===== src/rtl/core/rsc_pkg.sv =====
`default_nettype none

package rsc_pkg;

   localparam int WINDOW_BYTES = 12;
   localparam int HEADER_BYTES = 8;
   localparam int FILL_BITS    = 4;
   localparam int LENGTH_BITS  = 33;
   localparam int TOTAL_BITS   = 32;
   localparam int CSR_IDX_BITS = 2;

   localparam logic [31:0] TAG_RIFF  = 32'h5249_4646;
   localparam logic [31:0] TAG_RIFX  = 32'h5249_4658;
   localparam logic [31:0] FORM_WAVE = 32'h5741_5645;
   localparam logic [31:0] FORM_XWMA = 32'h5857_4D41;

   localparam logic [LENGTH_BITS-1:0] MIN_LENGTH_RESET = LENGTH_BITS'(1024);
   localparam logic [LENGTH_BITS-1:0] MAX_LENGTH_RESET = LENGTH_BITS'(1024 * 1024 * 100);

   localparam logic [CSR_IDX_BITS-1:0] CSR_MIN_LENGTH   = 2'd0;
   localparam logic [CSR_IDX_BITS-1:0] CSR_MAX_LENGTH   = 2'd1;
   localparam logic [CSR_IDX_BITS-1:0] CSR_TOTAL_LENGTH = 2'd2;

   typedef logic [7:0] byte_type;

   typedef struct packed {
      logic        tag_ok;
      logic        big_endian;
      logic        form_xwma;
      logic [31:0] size;
   } hdr_type;

endpackage

`default_nettype wire


===== src/rtl/core/rsc_cell.sv =====
`default_nettype none

module rsc_cell (
   input  wire                 clock,
   input  wire                 shift_en,
   input  rsc_pkg::byte_type   byte_in,
   output rsc_pkg::byte_type   byte_out
);
   import rsc_pkg::*;

   byte_type byte_ff;

   always_ff @(posedge clock) begin
      if (shift_en) begin
         byte_ff <= byte_in;
      end
   end

   assign byte_out = byte_ff;

endmodule

`default_nettype wire


===== src/rtl/core/rsc_window.sv =====
`default_nettype none

module rsc_window (
   input  wire                 clock,
   input  wire                 shift_en,
   input  rsc_pkg::byte_type   data_byte,
   output rsc_pkg::hdr_type    hdr
);
   import rsc_pkg::*;

   // cells hold the newest bytes right-aligned; nxt is the window after this shift
   byte_type cell_q [WINDOW_BYTES];
   byte_type nxt    [WINDOW_BYTES];

   logic [31:0] tag_word;
   logic [31:0] form_word;
   logic        riff;
   logic        rifx;
   logic        wave;
   logic        xwma;

   for (genvar i = 0; i < WINDOW_BYTES; i++) begin : g_cell
      if (i == WINDOW_BYTES - 1) begin : g_last
         assign nxt[i] = data_byte;
      end else begin : g_mid
         assign nxt[i] = cell_q[i+1];
      end
      rsc_cell u_cell (
         .clock    (clock),
         .shift_en (shift_en),
         .byte_in  (nxt[i]),
         .byte_out (cell_q[i])
      );
   end

   always_comb begin
      tag_word  = {nxt[0], nxt[1], nxt[2], nxt[3]};
      form_word = {nxt[8], nxt[9], nxt[10], nxt[11]};
      riff      = (tag_word == TAG_RIFF);
      rifx      = (tag_word == TAG_RIFX);
      wave      = (form_word == FORM_WAVE);
      xwma      = (form_word == FORM_XWMA);
      hdr.tag_ok     = (riff || rifx) && (wave || xwma);
      hdr.big_endian = rifx;
      hdr.form_xwma  = xwma;
      hdr.size       = rifx ? {nxt[4], nxt[5], nxt[6], nxt[7]}
                            : {nxt[7], nxt[6], nxt[5], nxt[4]};
   end

endmodule

`default_nettype wire


===== src/rtl/core/riff_stream_carver.sv =====
`default_nettype none

// RIFF/RIFX container carver.
// req_*: one buffer byte per transaction, in order from offset zero.
// rsp_*: one transaction per accepted container: running index, tag offset,
//   length (size field plus eight), RIFX flag and XWMA flag.
// csr_*: write-only registers 0 min_length, 1 max_length, 2 total_length; the user
//   must write them only while the block is idle, as the block itself does not enforce it.
// Throughput: one byte per cycle while req_ready is high. The header window is a row of
//   twelve byte cells shifted once per byte outside a skipped container; the tag,
//   size and bound checks run on the shifted window in the same cycle as the byte.
// Latency: a result is presented on rsp_valid the cycle after the byte that
//   completes its twelve-byte header.
// Stall: the result sits in an output register; req_ready stays high while
//   that register is empty or being taken, and drops only while a result
//   is held with rsp_ready low.
// Reset: empty window, position, skip and index counters at zero, registers
//   at their defaults; bytes are accepted in the first cycle after reset.
module riff_stream_carver #(
   parameter int POSITION_BITS = 32,
   parameter int INDEX_BITS    = 16
) (
   input  wire         clock,
   input  wire         reset,
   input  wire         req_valid,
   output logic        req_ready,
   input  wire  [7:0]  req_data_byte,
   output logic        rsp_valid,
   input  wire         rsp_ready,
   output logic [15:0] rsp_stream_index,
   output logic [31:0] rsp_start_offset,
   output logic [32:0] rsp_stream_length,
   output logic        rsp_big_endian,
   output logic        rsp_form_xwma,
   input  wire         csr_wr_en,
   input  wire  [1:0]  csr_index,
   input  wire  [32:0] csr_wr_data
);
   import rsc_pkg::*;

   localparam int SW = ((POSITION_BITS > LENGTH_BITS) ? POSITION_BITS : LENGTH_BITS) + 1;
   localparam int IW = (INDEX_BITS > 16) ? INDEX_BITS : 16;
   localparam logic [FILL_BITS-1:0] FILL_FULL = FILL_BITS'(WINDOW_BYTES - 1);

   logic [LENGTH_BITS-1:0]   min_len_ff;
   logic [LENGTH_BITS-1:0]   max_len_ff;
   logic [TOTAL_BITS-1:0]    total_ff;

   logic [POSITION_BITS-1:0] pos_ff,  pos_in;
   logic [FILL_BITS-1:0]     fill_ff, fill_in;
   logic [LENGTH_BITS-1:0]   skip_ff, skip_in;
   logic [INDEX_BITS-1:0]    cnt_ff,  cnt_in;
   logic                     rsp_valid_ff, rsp_valid_in;

   logic [15:0]              out_index_ff;
   logic [31:0]              out_start_ff;
   logic [LENGTH_BITS-1:0]   out_length_ff;
   logic                     out_be_ff;
   logic                     out_xwma_ff;

   hdr_type                  hdr;
   logic                     req_fire;
   logic                     skipping;
   logic                     full;
   logic                     shift_en;
   logic                     hit;
   logic                     long_cont;
   logic [POSITION_BITS-1:0] start;
   logic [SW-1:0]            start_w;
   logic [SW-1:0]            total_w;
   logic [LENGTH_BITS-1:0]   length;
   logic [IW-1:0]            cnt_w;

   assign req_ready = !rsp_valid_ff || rsp_ready;
   assign req_fire  = req_valid && req_ready;
   assign skipping  = (skip_ff != '0);
   assign full      = (fill_ff == FILL_FULL);
   assign shift_en  = req_fire && !skipping;

   rsc_window u_window (
      .clock     (clock),
      .shift_en  (shift_en),
      .data_byte (req_data_byte),
      .hdr       (hdr)
   );

   always_comb begin
      start     = pos_ff - POSITION_BITS'(WINDOW_BYTES - 1);
      start_w   = SW'(start);
      total_w   = SW'(total_ff);
      length    = LENGTH_BITS'(hdr.size) + LENGTH_BITS'(HEADER_BYTES);
      long_cont = (length >= LENGTH_BITS'(WINDOW_BYTES));
      hit = shift_en && full && hdr.tag_ok
            && (start_w + SW'(WINDOW_BYTES) <= total_w)
            && (length >= min_len_ff) && (length <= max_len_ff)
            && (start_w + SW'(length) <= total_w);
      cnt_w = IW'(cnt_ff);
   end

   always_comb begin
      pos_in  = pos_ff;
      fill_in = fill_ff;
      skip_in = skip_ff;
      cnt_in  = cnt_ff;
      if (req_fire) begin
         pos_in = pos_ff + 1'b1;
         priority if (skipping) begin
            skip_in = skip_ff - 1'b1;
         end else if (!full) begin
            fill_in = fill_ff + 1'b1;
         end else if (hit) begin
            cnt_in = cnt_ff + 1'b1;
            if (long_cont) begin
               fill_in = '0;
               skip_in = length - LENGTH_BITS'(WINDOW_BYTES);
            end else begin
               fill_in = FILL_BITS'(WINDOW_BYTES) - length[FILL_BITS-1:0];
            end
         end else begin
            fill_in = FILL_FULL;
         end
      end
      rsp_valid_in = hit || (rsp_valid_ff && !rsp_ready);
   end

   always_ff @(posedge clock) begin
      if (reset) begin
         pos_ff       <= '0;
         fill_ff      <= '0;
         skip_ff      <= '0;
         cnt_ff       <= '0;
         rsp_valid_ff <= 1'b0;
      end else begin
         pos_ff       <= pos_in;
         fill_ff      <= fill_in;
         skip_ff      <= skip_in;
         cnt_ff       <= cnt_in;
         rsp_valid_ff <= rsp_valid_in;
      end
   end

   always_ff @(posedge clock) begin
      if (reset) begin
         min_len_ff <= MIN_LENGTH_RESET;
         max_len_ff <= MAX_LENGTH_RESET;
         total_ff   <= '0;
      end else if (csr_wr_en) begin
         unique case (csr_index)
            CSR_MIN_LENGTH:   min_len_ff <= csr_wr_data;
            CSR_MAX_LENGTH:   max_len_ff <= csr_wr_data;
            CSR_TOTAL_LENGTH: total_ff   <= csr_wr_data[TOTAL_BITS-1:0];
            default: ;
         endcase
      end
   end

   always_ff @(posedge clock) begin
      if (hit) begin
         out_index_ff  <= cnt_w[15:0];
         out_start_ff  <= start_w[31:0];
         out_length_ff <= length;
         out_be_ff     <= hdr.big_endian;
         out_xwma_ff   <= hdr.form_xwma;
      end
   end

   assign rsp_valid         = rsp_valid_ff;
   assign rsp_stream_index  = out_index_ff;
   assign rsp_start_offset  = out_start_ff;
   assign rsp_stream_length = out_length_ff;
   assign rsp_big_endian    = out_be_ff;
   assign rsp_form_xwma     = out_xwma_ff;

   a_fill_bound: assert property (@(posedge clock) disable iff (reset)
      fill_ff <= FILL_FULL)
      else $error("window fill out of range");

   a_skip_holds_window: assert property (@(posedge clock) disable iff (reset)
      (req_fire && skipping) |=> $stable(fill_ff))
      else $error("window moved while skipping container bytes");

   a_long_skip: assert property (@(posedge clock) disable iff (reset)
      (hit && long_cont) |=>
         (fill_ff == '0) && (skip_ff == $past(length) - LENGTH_BITS'(WINDOW_BYTES)))
      else $error("skip count wrong after accepted container");

   a_index_step: assert property (@(posedge clock) disable iff (reset)
      hit |=> (cnt_ff == $past(cnt_ff) + 1'b1) && rsp_valid_ff)
      else $error("index or result valid not updated on accept");

endmodule

`default_nettype wire


===== config.mk =====
export PLATFORM = sky130hd
export DESIGN_NAME = riff_stream_carver
export DESIGN_NICKNAME = d
export VERILOG_FILES = /design/src/rtl/core/rsc_pkg.sv /design/src/rtl/core/rsc_cell.sv /design/src/rtl/core/rsc_window.sv /design/src/rtl/core/riff_stream_carver.sv
export SDC_FILE = /design/constraint.sdc
export NUM_CORES = 1
export LEC_CHECK = 0
export BUFFER_PORTS_ARGS = -buffer_cell sky130_fd_sc_hd__buf_4
export CAP_MARGIN = 40
export CORE_UTILIZATION = 55
export DETAILED_ROUTE_END_ITERATION = 10
export PLACE_DENSITY = 0.81
export SYNTH_ARGS = -nofsm -noshare
export SYNTH_HDL_FRONTEND = slang
export SYNTH_SLANG_ARGS = --single-unit

===== constraint.sdc =====
create_clock -name clock -period 18.6 [get_ports clock]
set_input_delay 2.79 -clock clock [delete_from_list [all_inputs] [get_ports clock]]
set_output_delay 2.79 -clock clock [all_outputs]
set_load 0.03 [all_outputs]

==> summary by stage, run 1 <==
Floorplan
After floorplanning, the core was sized to cover 39640 um^2. The number of top-level pins is 133. The die outline width is 202.5 um. Measured along the y axis, the die boundary spans 202.5 um.

The die covers 40990 um^2. The initial utilization of the core area, before any placement, comes to 0.5575. The number of rows created at floorplan is 73.

Route
For this block, the routed nets add up to 69610 um of wire. The count of unresolved DRC violations after routing is 2. The ratio of routed vias to standard cells is 6.309. The number of vias after detailed routing is 19734. Once detail routing completed, the nets flagged for antenna violations numbered 0. The detailed-router iteration count before antenna repair is 11. The final routed wire length divided by cell count is 22.25 um. The number of violations reported at the end of detailed-routing iteration 0 is 2125.

Clock network
The H-tree was split into 2 levels. The number of buffers inserted for hold repair after clock tree synthesis is 0. The count of instances resized after the clock tree is built is 0.

TritonCTS built the clock tree. The cell sitting at the root of the clock tree is a sky130_fd_sc_hd__clkbuf_16. The buffers inserted during post-CTS setup optimization is 0. Buffers inserted during clock tree synthesis total 40. The source-to-sink clock delay at the later pin of the worst-skew pair is 0.57 ns. The worst-case clock buffer depth is 3.

Clock-pin slew was measured on the worst setup and hold paths at 0.06 ns. The clock net in this run drives a total of 355 sinks.

Synth
The post-synthesis mux area share is 0.02310. After synthesis, the largest family of logic cells by area is simple AND/OR/NAND/NOR gates. The count of flip-flops with a built-in enable after synthesis is 171. The cell count after synthesis came out at 2481.

The leading register cell type out of synthesis is sky130_fd_sc_hd__dfxtp_1. Summing every instance area after synthesis gives 22100 um^2. The compound-cell area share of the yosys netlist is 0.1472.

Of the total synthesized cell area, the portion taken by XOR and XNOR cells is 0.07276. The fraction of the mapped netlist area in simple logic gates is 0.2143. The synthesis warning total is 0. Dividing the synthesized area by the synthesized cell count gives 8.907 um^2. The synthesized-area fraction occupied by adder cells is 0.09472. The fraction of synthesis flops using an asynchronous set or reset pin is 0. Counting flops and latches in the post-synthesis netlist gives 355. Of the synthesized area, sequential elements account for 0.3990.

In this run, distinct cell masters in the synthesized netlist total 98. Synthesis produced a netlist with a net count of 2690.

Hold path
The number of instances on the worst hold path is 0. The worst hold path belongs to the class register to register.

Timing
The slew at the pin closest to its max-slew limit is 0.9661 ns. For the final database, setup skew stands at 0.02278 ns. The top achievable clock speed is 93.91 MHz. Setup repair after global routing left no endpoint under its margin. The worst slew margin relative to its limit is 0.3513. Dividing the final minimum period by the clock period gives 0.5725. The time the final worst path needs with I/O delays and setup is 10.65 ns.

The total negative slack for setup checks is 0 ns. The final-report hold violation count is 0. The total setup violations reported at the end of the flow is 0.

The number of pins with negative max-slew slack in the final report is 0.

Critical path
The cell that appears most often on the critical path is sky130_fd_sc_hd__nand2_1. The nature of the critical path startpoint is a register. For this design, the slowest cell found on the critical path is sky130_fd_sc_hd__o41ai_4. At the worst endpoint, the arrival time is 11.10 ns. STA classifies the critical path endpoint as a register. The largest driver fanout on the critical path is 18. For this run, the slowest stage of the critical path takes 0.66 ns.

STA puts the critical path data required time at 19.05 ns. The critical path in this run is classified as register to register. The number of cell instances on the worst register-to-register path is 35.

Power
The static leakage power is 9.338 nW. Of the total power, the clock network draws 0.266. In this run the power spent charging and discharging nets is 1.176 mW. Of the total power, the share spent switching nets is 0.3883. For this design the ratio of total power to cell area is 121.5 nW/um^2.

The worst-case IR drop observed on VDD is 0.00009199 V. The share of total power dissipated in sequential elements is 0.349. The fraction of power consumed by combinational cells is 0.385.

The internal power contribution is 1.852 mW.

GRT
The total overflow reported by the global router is 0. The first global-routing pass estimated 106500 um of wire. In the global route stage, overall resource usage came out at 0.3359. The via count of the first global-routing pass was 18631. The number of antenna violations at the first check in global routing came to 3. Entering global routing, the biggest net connects 100 pins.

Placed design
The HPWL reported at the end of detailed placement is 51770 um. The last weighted congestion value of the routability-driven placer is 1.052. Including well taps, the total number of placed cells is 3055. The number of buffer cells added on primary ports is 132. The instance area at placement is 23590 um^2.

Outcome
The checks that failed: DRC. The flow ran to the end, but the final reports show violations.

Final layout
The finished cells cover 24910 um^2. Leaving out filler cells and counting taps, the final layout contains 3128. The number of nets in the final layout is 2781.

In the final layout, the share of cells above drive strength 1 is 0.1080. The area added between synthesis and finish is 12.72%.

Run
The max-cap violation count is 0.
[Yosys cell counts (35+ instances only)]
| master | n | area, um^2 |
|---|---|---|
| sky130_fd_sc_hd__nand2_1 | 310 | 1164 |
| sky130_fd_sc_hd__a21oi_1 | 210 | 1051 |
| sky130_fd_sc_hd__dfxtp_1 | 184 | 3684 |
| sky130_fd_sc_hd__edfxtp_1 | 171 | 5135 |
| sky130_fd_sc_hd__nor2_1 | 168 | 630.6 |
| sky130_fd_sc_hd__ha_1 | 160 | 2002 |
| sky130_fd_sc_hd__inv_1 | 159 | 596.8 |
| sky130_fd_sc_hd__xnor2_1 | 108 | 945.9 |
| sky130_fd_sc_hd__clkbuf_1 | 96 | 360.4 |
| sky130_fd_sc_hd__nand3_1 | 93 | 465.5 |
| sky130_fd_sc_hd__nor3_1 | 75 | 375.4 |
| sky130_fd_sc_hd__xor2_1 | 73 | 639.4 |
| sky130_fd_sc_hd__o21ai_0 | 65 | 325.3 |
| sky130_fd_sc_hd__nand4_1 | 58 | 362.9 |
| sky130_fd_sc_hd__a21o_1 | 48 | 360.4 |
| sky130_fd_sc_hd__and3_1 | 35 | 219.0 |
[power groups by stage]
stage / Clock [mW] / Combinational (mW) / Sequential, mW
2_1_floorplan: 0 / 0.825 / 1.02
3_3_place_gp: 0 / 1.09 / 1.06
3_5_place_dp: 0 / 1.12 / 1.06
4_1_cts: 0.815 / 1.14 / 1.05
5_1_grt: 0.844 / 1.28 / 1.06
6_report: 0.805 / 1.17 / 1.06
[worst paths after layout]
path                                              start                                    end  slack, ns
setup / recovery  u_window.g_cell[1].u_cell.byte_out[3]                             skip_ff[7]       7.95
hold / removal    u_window.g_cell[2].u_cell.byte_out[6]  u_window.g_cell[1].u_cell.byte_out[6]       0.44
setup reg to reg  u_window.g_cell[1].u_cell.byte_out[3]                             skip_ff[7]       7.95
hold reg to reg   u_window.g_cell[2].u_cell.byte_out[6]  u_window.g_cell[1].u_cell.byte_out[6]       0.44
[cell families (layout without fill, tap and decap cells)]
| family | Yosys count | count (layout) |
|---|---|---|
| multiplexers | 49 | 49 |
| AND/OR/NAND/NOR | 948 | 948 |
| XOR/XNOR | 182 | 182 |
| adder cells (fa/ha/maj) | 168 | 168 |
| AO/OA/AOI/OAI | 501 | 501 |
| flip-flops | 355 | 355 |
| other | 0 | 1 |
| buffers and inverters | 278 | 399 |
[metal layers]
| layer | vias up | track usage | wire length, um |
|---|---|---|---|
| met4 | 4 | 0.1171 | 2388 |
| met2 | 999 | 0.5311 | 31170 |
| met3 | 159 | 0.06613 | 6901 |
| met1 | 9440 | 0.4583 | 29120 |
| li1 | 9132 | - | - |
| met5 | - | 0 | 33 |
[metrics by stage]
stage                       util  power, mW  setup WS, ns  hold WS (ns)
after floorplan                -      1.842         3.503        0.4064
after global placement    0.5931      2.157         8.489        0.4242
after detailed placement  0.5950      2.189         8.246        0.4261
after CTS                 0.6283      2.999         8.190        0.4391
after global routing      0.6284      3.183         7.405        0.4474
final                     0.6284      3.027         7.951        0.4381
[final cells by class]
cell class | count | area, um^2
fill | 3292 | 14730
multi-input combinational | 1848 | 12220
sequential | 355 | 8818
timing repair buffer | 166 | 1287
clock buffer | 55 | 1127
tap | 525 | 656.9
inverter | 161 | 606.8
clock inverter | 17 | 192.7
antenna | 1 | 2.502
[worst max-delay path: cells and delay by family (launching register included)]
| family | cells | cell delay (ns) |
|---|---|---|
| muxes | 1 | 0.35 |
| and+or+nand+nor | 13 | 3.65 |
| AOI/OAI and AO/OA | 16 | 4.61 |
| adders and majority gates | 3 | 1.01 |
| xor gates and xnor gates | 1 | 0.14 |
| buffers and inverters | 1 | 0.38 |
| DFF | 1 | 0.36 |
[state kept, by name, summed over array words and instances (netlist names)]
signal and count:
u_window.g_cell.u_cell.byte_out 88, rsp_valid 1, rsp_stream_index 16, skip_ff 33, fill_ff 4, rsp_big_endian 1, rsp_start_offset 32, min_len_ff 33
rsp_form_xwma 1, total_ff 32, pos_ff 32, cnt_ff 16, max_len_ff 33, rsp_stream_length 33
[cell usage in the layout, fill, tap and decap left out, types with 22 or more instances in the layout]
cell,Yosys,final
sky130_fd_sc_hd__or4_1,22,22
sky130_fd_sc_hd__and3_1,35,35
sky130_fd_sc_hd__xnor2_1,108,108
sky130_fd_sc_hd__xor2_1,73,73
sky130_fd_sc_hd__nand4_1,58,58
sky130_fd_sc_hd__dfxtp_1,184,184
sky130_fd_sc_hd__nand3_1,93,93
sky130_fd_sc_hd__clkbuf_16,0,42
sky130_fd_sc_hd__a21oi_1,210,210
sky130_fd_sc_hd__mux2i_1,33,33
sky130_fd_sc_hd__edfxtp_1,171,171
sky130_fd_sc_hd__nand2_1,310,310
sky130_fd_sc_hd__o21ai_0,65,65
sky130_fd_sc_hd__inv_1,159,159
sky130_fd_sc_hd__or3_1,33,33
sky130_fd_sc_hd__ha_1,160,160
sky130_fd_sc_hd__nor2_1,168,167
sky130_fd_sc_hd__nor4_1,29,29
sky130_fd_sc_hd__buf_4,0,162
sky130_fd_sc_hd__a21o_1,48,48
sky130_fd_sc_hd__nor3_1,75,74
(Power assumes the default switching activity.)
==> run 2, diff against run 1 <==
--- a/config.mk
+++ b/config.mk
@@ -5,11 +5,12 @@
 export SDC_FILE = /design/constraint.sdc
 export NUM_CORES = 1
 export LEC_CHECK = 0
+export ABC_AREA = 1
 export BUFFER_PORTS_ARGS = -buffer_cell sky130_fd_sc_hd__buf_4
 export CAP_MARGIN = 40
 export CORE_UTILIZATION = 55
 export DETAILED_ROUTE_END_ITERATION = 10
-export PLACE_DENSITY = 0.81
+export PLACE_DENSITY = 0.84
 export SYNTH_ARGS = -nofsm -noshare
 export SYNTH_HDL_FRONTEND = slang
 export SYNTH_SLANG_ARGS = --single-unit
==> constraint.sdc (replaced) <==
create_clock -name clock -period 9.35 [get_ports clock]
set_input_delay 1.4025 -clock clock [delete_from_list [all_inputs] [get_ports clock]]
set_output_delay 1.4025 -clock clock [all_outputs]
set_load 0.03 [all_outputs]
==> run 2 against run 1 <==
Net effect:
- the flow now finishes without violations
- clock power increased by 100%
- synthesized cell count increased by 18%
- final area increased by 1.4%
- core utilization increased by 0.45 points
- power increased by 22%
- critical path depth increased by 8
- wire length about the same
- clock-buffer cell count decreased by 6
- first-iteration DRC count increased by 0.75%
- area after synthesis increased by 1.2%
- register-to-register slack got worse by 6.8 ns
- critical path type unchanged
- critical endpoint is now skip_ff[14]
==> summary by stage, run 2 <==
GRT
The number of antenna violations at the first check in global routing is 1. Entering global routing, the biggest net connects 110 pins. The global-route wire length before repair is 107900 um.

The total overflow left after global routing is 0. The combined global-route utilization of all metal layers is 0.3372. The via count of the first global-routing pass is 19694.

Clock network
The root buffer cell chosen for the clock tree is sky130_fd_sc_hd__clkbuf_16. The number of hold buffers added after CTS was 0. Once the clock tree was built, the setup fixing pass inserted 0 buffers.

The source-to-sink clock delay at the later pin of the worst-skew pair is 0.62 ns. The TritonCTS clock tree is built. The number of H-tree levels is 2. The tree built by TritonCTS fans out to 355 sinks. Clock-pin slew was measured on the worst setup and hold paths at 0.06 ns.

Buffers inserted during clock tree synthesis total 42. In this run the deepest clock path goes through 3 buffers. The count of instances resized after the clock tree is built is 0.

Synth
By area the synthesized netlist is led by sky130_fd_sc_hd__edfxtp_1 (23%), sky130_fd_sc_hd__dfxtp_1 (16%), sky130_fd_sc_hd__ha_1 (8.9%), sky130_fd_sc_hd__nand2_1 (8.9%), sky130_fd_sc_hd__inv_1 (7.0%). Of the total synthesized cell area, the portion taken by XOR and XNOR cells is 0.05235. During synthesis, Yosys emitted a total of 0 warnings. The fraction of the mapped netlist area in simple logic gates is 0.2595. Counting every instance in the synthesized netlist gives 2927. The compound-cell area share of the yosys netlist is 0.1159.

The total nets after synthesis is 3136. The number of library cell types mapped by synthesis is 64. Of the post-synthesis cell area, the dominant cell type holds 0.2295. The biggest area contributor in the post-synthesis netlist is sky130_fd_sc_hd__edfxtp_1. Counting flops with a built-in enable in the synthesized netlist gives 171.

The mean instance size in the synthesized netlist is 7.643 um^2. The post-synthesis instance area is 22370 um^2. Measured against the total synthesized area, the mux share comes to 0. Of the total synthesized cell area, the portion taken by full adders, half adders and majority gates is 0.09039.

The flip-flop and latch count after synthesis is 355. In the synthesized netlist, the cells that appear most often are sky130_fd_sc_hd__nand2_1 (530), sky130_fd_sc_hd__inv_1 (417), sky130_fd_sc_hd__nor2_1 (329). The leading register cell type out of synthesis is sky130_fd_sc_hd__dfxtp_1. By instance count, the leading cell after synthesis is sky130_fd_sc_hd__nand2_1. The share of the Yosys chip area taken by registers is 0.3942. By area, the combinational part of the netlist is dominated by simple AND/OR/NAND/NOR gates. The fraction of synthesis flops using an asynchronous set or reset pin is 0.

Critical path
The worst register-to-register path begins at u_window.g_cell[2].u_cell.byte_out[1]. STA puts the critical path data required time at 9.81 ns. The worst register-to-register path has a setup slack of 1.19 ns. The highest cell delay on the worst timing path is 0.58 ns. Data on the critical path arrives at its endpoint at 8.62 ns. The most prevalent standard cell on the critical path is sky130_fd_sc_hd__nand2_1. The endpoint identified for the worst register-to-register timing path is skip_ff[14].

The largest driver fanout on the critical path is 48. Counting cells, the worst reg-to-reg path comes to 43. The nature of the critical path startpoint is a register. The kind of critical path is register to register. STA classifies the critical path endpoint as a register. The slowest stage of the critical path belongs to the cell sky130_fd_sc_hd__nand2_4.

Route
The total met2 wirelength after detailed routing is 32070 um. The highest metal layer carrying signal wires in the routed design is met5. The ratio of routed vias to standard cells is 5.764. For this block, wires on met1 add up to 27980 um. The count of unresolved DRC violations after routing is 0. The detailed-router iteration count before antenna repair is 8. Detailed routing inserted a total of 20838 vias.

The remaining antenna violation count is 0. Summed over all layers, the routed wires come to 69680 um. The wire length on met3 is 6492 um.

In this run, the number of DRC markers left after iteration 0 of detailed routing was 2141. Dividing the detail-routed wire length by the instance count gives 19.28 um.

Power
The overall power of the completed layout is 3.698 mW. The reported net switching power is 972.8 uW. The share of total power dissipated in sequential elements is 0.452. For this design the ratio of total power to cell area is 146.4 nW/um^2. For this design the static power due to leakage is 11.00 nW. IR analysis of the VDD net gives a maximum drop of 0.0001194 V. The switching portion of total power is 0.2631. Of the total power, the clock network draws 0.442.

The fraction of power consumed by combinational cells is 0.105. The internal power contribution is 2.725 mW.

Floorplan
The die is 203.7 um tall. The core area is 39910 um^2. Row generation in the floorplan step produced 73 rows. Pin placement for this block handled 133 I/O pins.

From left edge to right edge, the die measures 203.7 um. The die covers 41480 um^2. For this configuration, the core starts out at a cell density of 0.5605.

Outcome
The run finished with clean final reports.

Placed design
The number of placed instances, taps included is 3537. During placement, the flow inserted port buffers numbering 132. After legalization and detailed placement, the total HPWL measured 52970 um.

The post-place setup slack is 1.445 ns. The congestion estimate from routability-driven global placement came to 1.051. The instance area at placement is 23880 um^2.

Final layout
The flip-flop count of the largest register after layout is 88. Once layout is complete, the cells apart from fillers number 3615. The share of layout cells above drive strength 1 is 0.1042. Summing all non-filler instances in the final layout gives an area of 25260 um^2. Measured on the finished design, the core utilization comes to 0.6329.

The number of nets in the final layout is 3265. From synthesis to final layout, the design area changed by 12.92%. The most common cell after layout, fill and taps aside is sky130_fd_sc_hd__nand2_1.

The top cell types in the final layout, fill and taps aside, are sky130_fd_sc_hd__nand2_1 (530), sky130_fd_sc_hd__inv_1 (416), sky130_fd_sc_hd__nor2_1 (329).

Timing
The worst path needs 8.163 ns of the cycle, external delays included. After layout, the worst setup slack is 1.187 ns. Dividing the final minimum period by the clock period gives 0.8731. Across all hold checks on the routed design, the worst slack comes to 0.4320 ns. Setup repair after global routing left no endpoint under its margin. Setup violations remaining at the end of the flow were counted as 0. The total negative slack for setup checks is 0 ns. The slew at the pin closest to its max-slew limit is 0.9282 ns. The final-report hold violation count is 0. The worst slew margin relative to its limit is 0.3652. Timing would allow up to 122.5 MHz. The number of pins with negative max-slew slack in the final report is 0. The clock arrives with 0.05542 ns of skew.

Hold path
The worst hold path terminates at rsp_stream_index[9]. The worst hold path begins at cnt_ff[9]. The class of the tightest hold or removal check is register to register.

The number of instances on the worst hold path is 0.

Run
The max-cap violation count is 0.
==> run 2: changes by cell type in the layout (fill, tap and decap cells not counted), moves of 32 or more <==
cell / delta
sky130_fd_sc_hd__xnor2_1: -82
sky130_fd_sc_hd__nand2_1: +220
sky130_fd_sc_hd__o21ai_0: +126
sky130_fd_sc_hd__nor2_1: +162
sky130_fd_sc_hd__nand3_1: +79
sky130_fd_sc_hd__nor2_2: +33
sky130_fd_sc_hd__inv_1: +257
sky130_fd_sc_hd__mux2i_1: -33
sky130_fd_sc_hd__or3_1: -32
sky130_fd_sc_hd__a21o_1: -42
==> run 2: layer usage <==
metal  up-vias  global-route usage
met5         -                   0
met4         2              0.1568
met3       219             0.06440
met2      1013              0.5458
met1      9628              0.4341
li1       9976                   -
==> run 2: cells by family after synthesis <==
group,after synthesis
AOI/OAI and AO/OA,486
xor gates and xnor gates,132
adders and majority gates,161
buffers and inverters,497
DFF,355
and+or+nand+nor,1296
==> run 2: critical path: cells and delay by family (launching register included) <==
| family | cells | cell delay, ns |
|---|---|---|
| and+or+nand+nor | 34 | 5.23 |
| AOI/OAI and AO/OA | 4 | 1.10 |
| adders and majority gates | 2 | 0.66 |
| buffers and inverters | 2 | 0.46 |
| DFF | 1 | 0.38 |
| xor gates and xnor gates | 1 | 0.17 |
==> run 2: layout make-up <==
cell class | count | area (um^2)
antenna | 1 | 2.502
clock inverter | 28 | 290.3
timing repair buffer | 150 | 1171
clock buffer | 49 | 1087
fill | 3405 | 14650
multi-input combinational | 2075 | 11610
tap | 525 | 656.9
sequential | 355 | 8818
inverter | 432 | 1624
==> run 2: worst max-delay path by stage <==
stage | start | endpoint | slack (ns) | cells past startpoint
3_5_place_dp | u_window.g_cell[2].u_cell.byte_out[1] | skip_ff[14] | 1.44 | 41
5_1_grt | u_window.g_cell[2].u_cell.byte_out[1] | skip_ff[14] | 0.47 | 48
2_1_floorplan | u_window.g_cell[3].u_cell.byte_out[7] | rsp_big_endian | 2.56 | 43
6_report | u_window.g_cell[2].u_cell.byte_out[1] | skip_ff[14] | 1.19 | 43
3_3_place_gp | u_window.g_cell[2].u_cell.byte_out[1] | skip_ff[18] | 1.67 | 39
4_1_cts | u_window.g_cell[2].u_cell.byte_out[1] | skip_ff[14] | 1.42 | 45
==> run 2: power groups by stage <==
stage	Combinational, mW	Sequential [mW]	Clock (mW)
2_1_floorplan	0.273	1.70	0
3_3_place_gp	0.359	1.70	0
3_5_place_dp	0.377	1.71	0
4_1_cts	0.381	1.67	1.65
5_1_grt	0.437	1.68	1.71
6_report	0.390	1.67	1.63
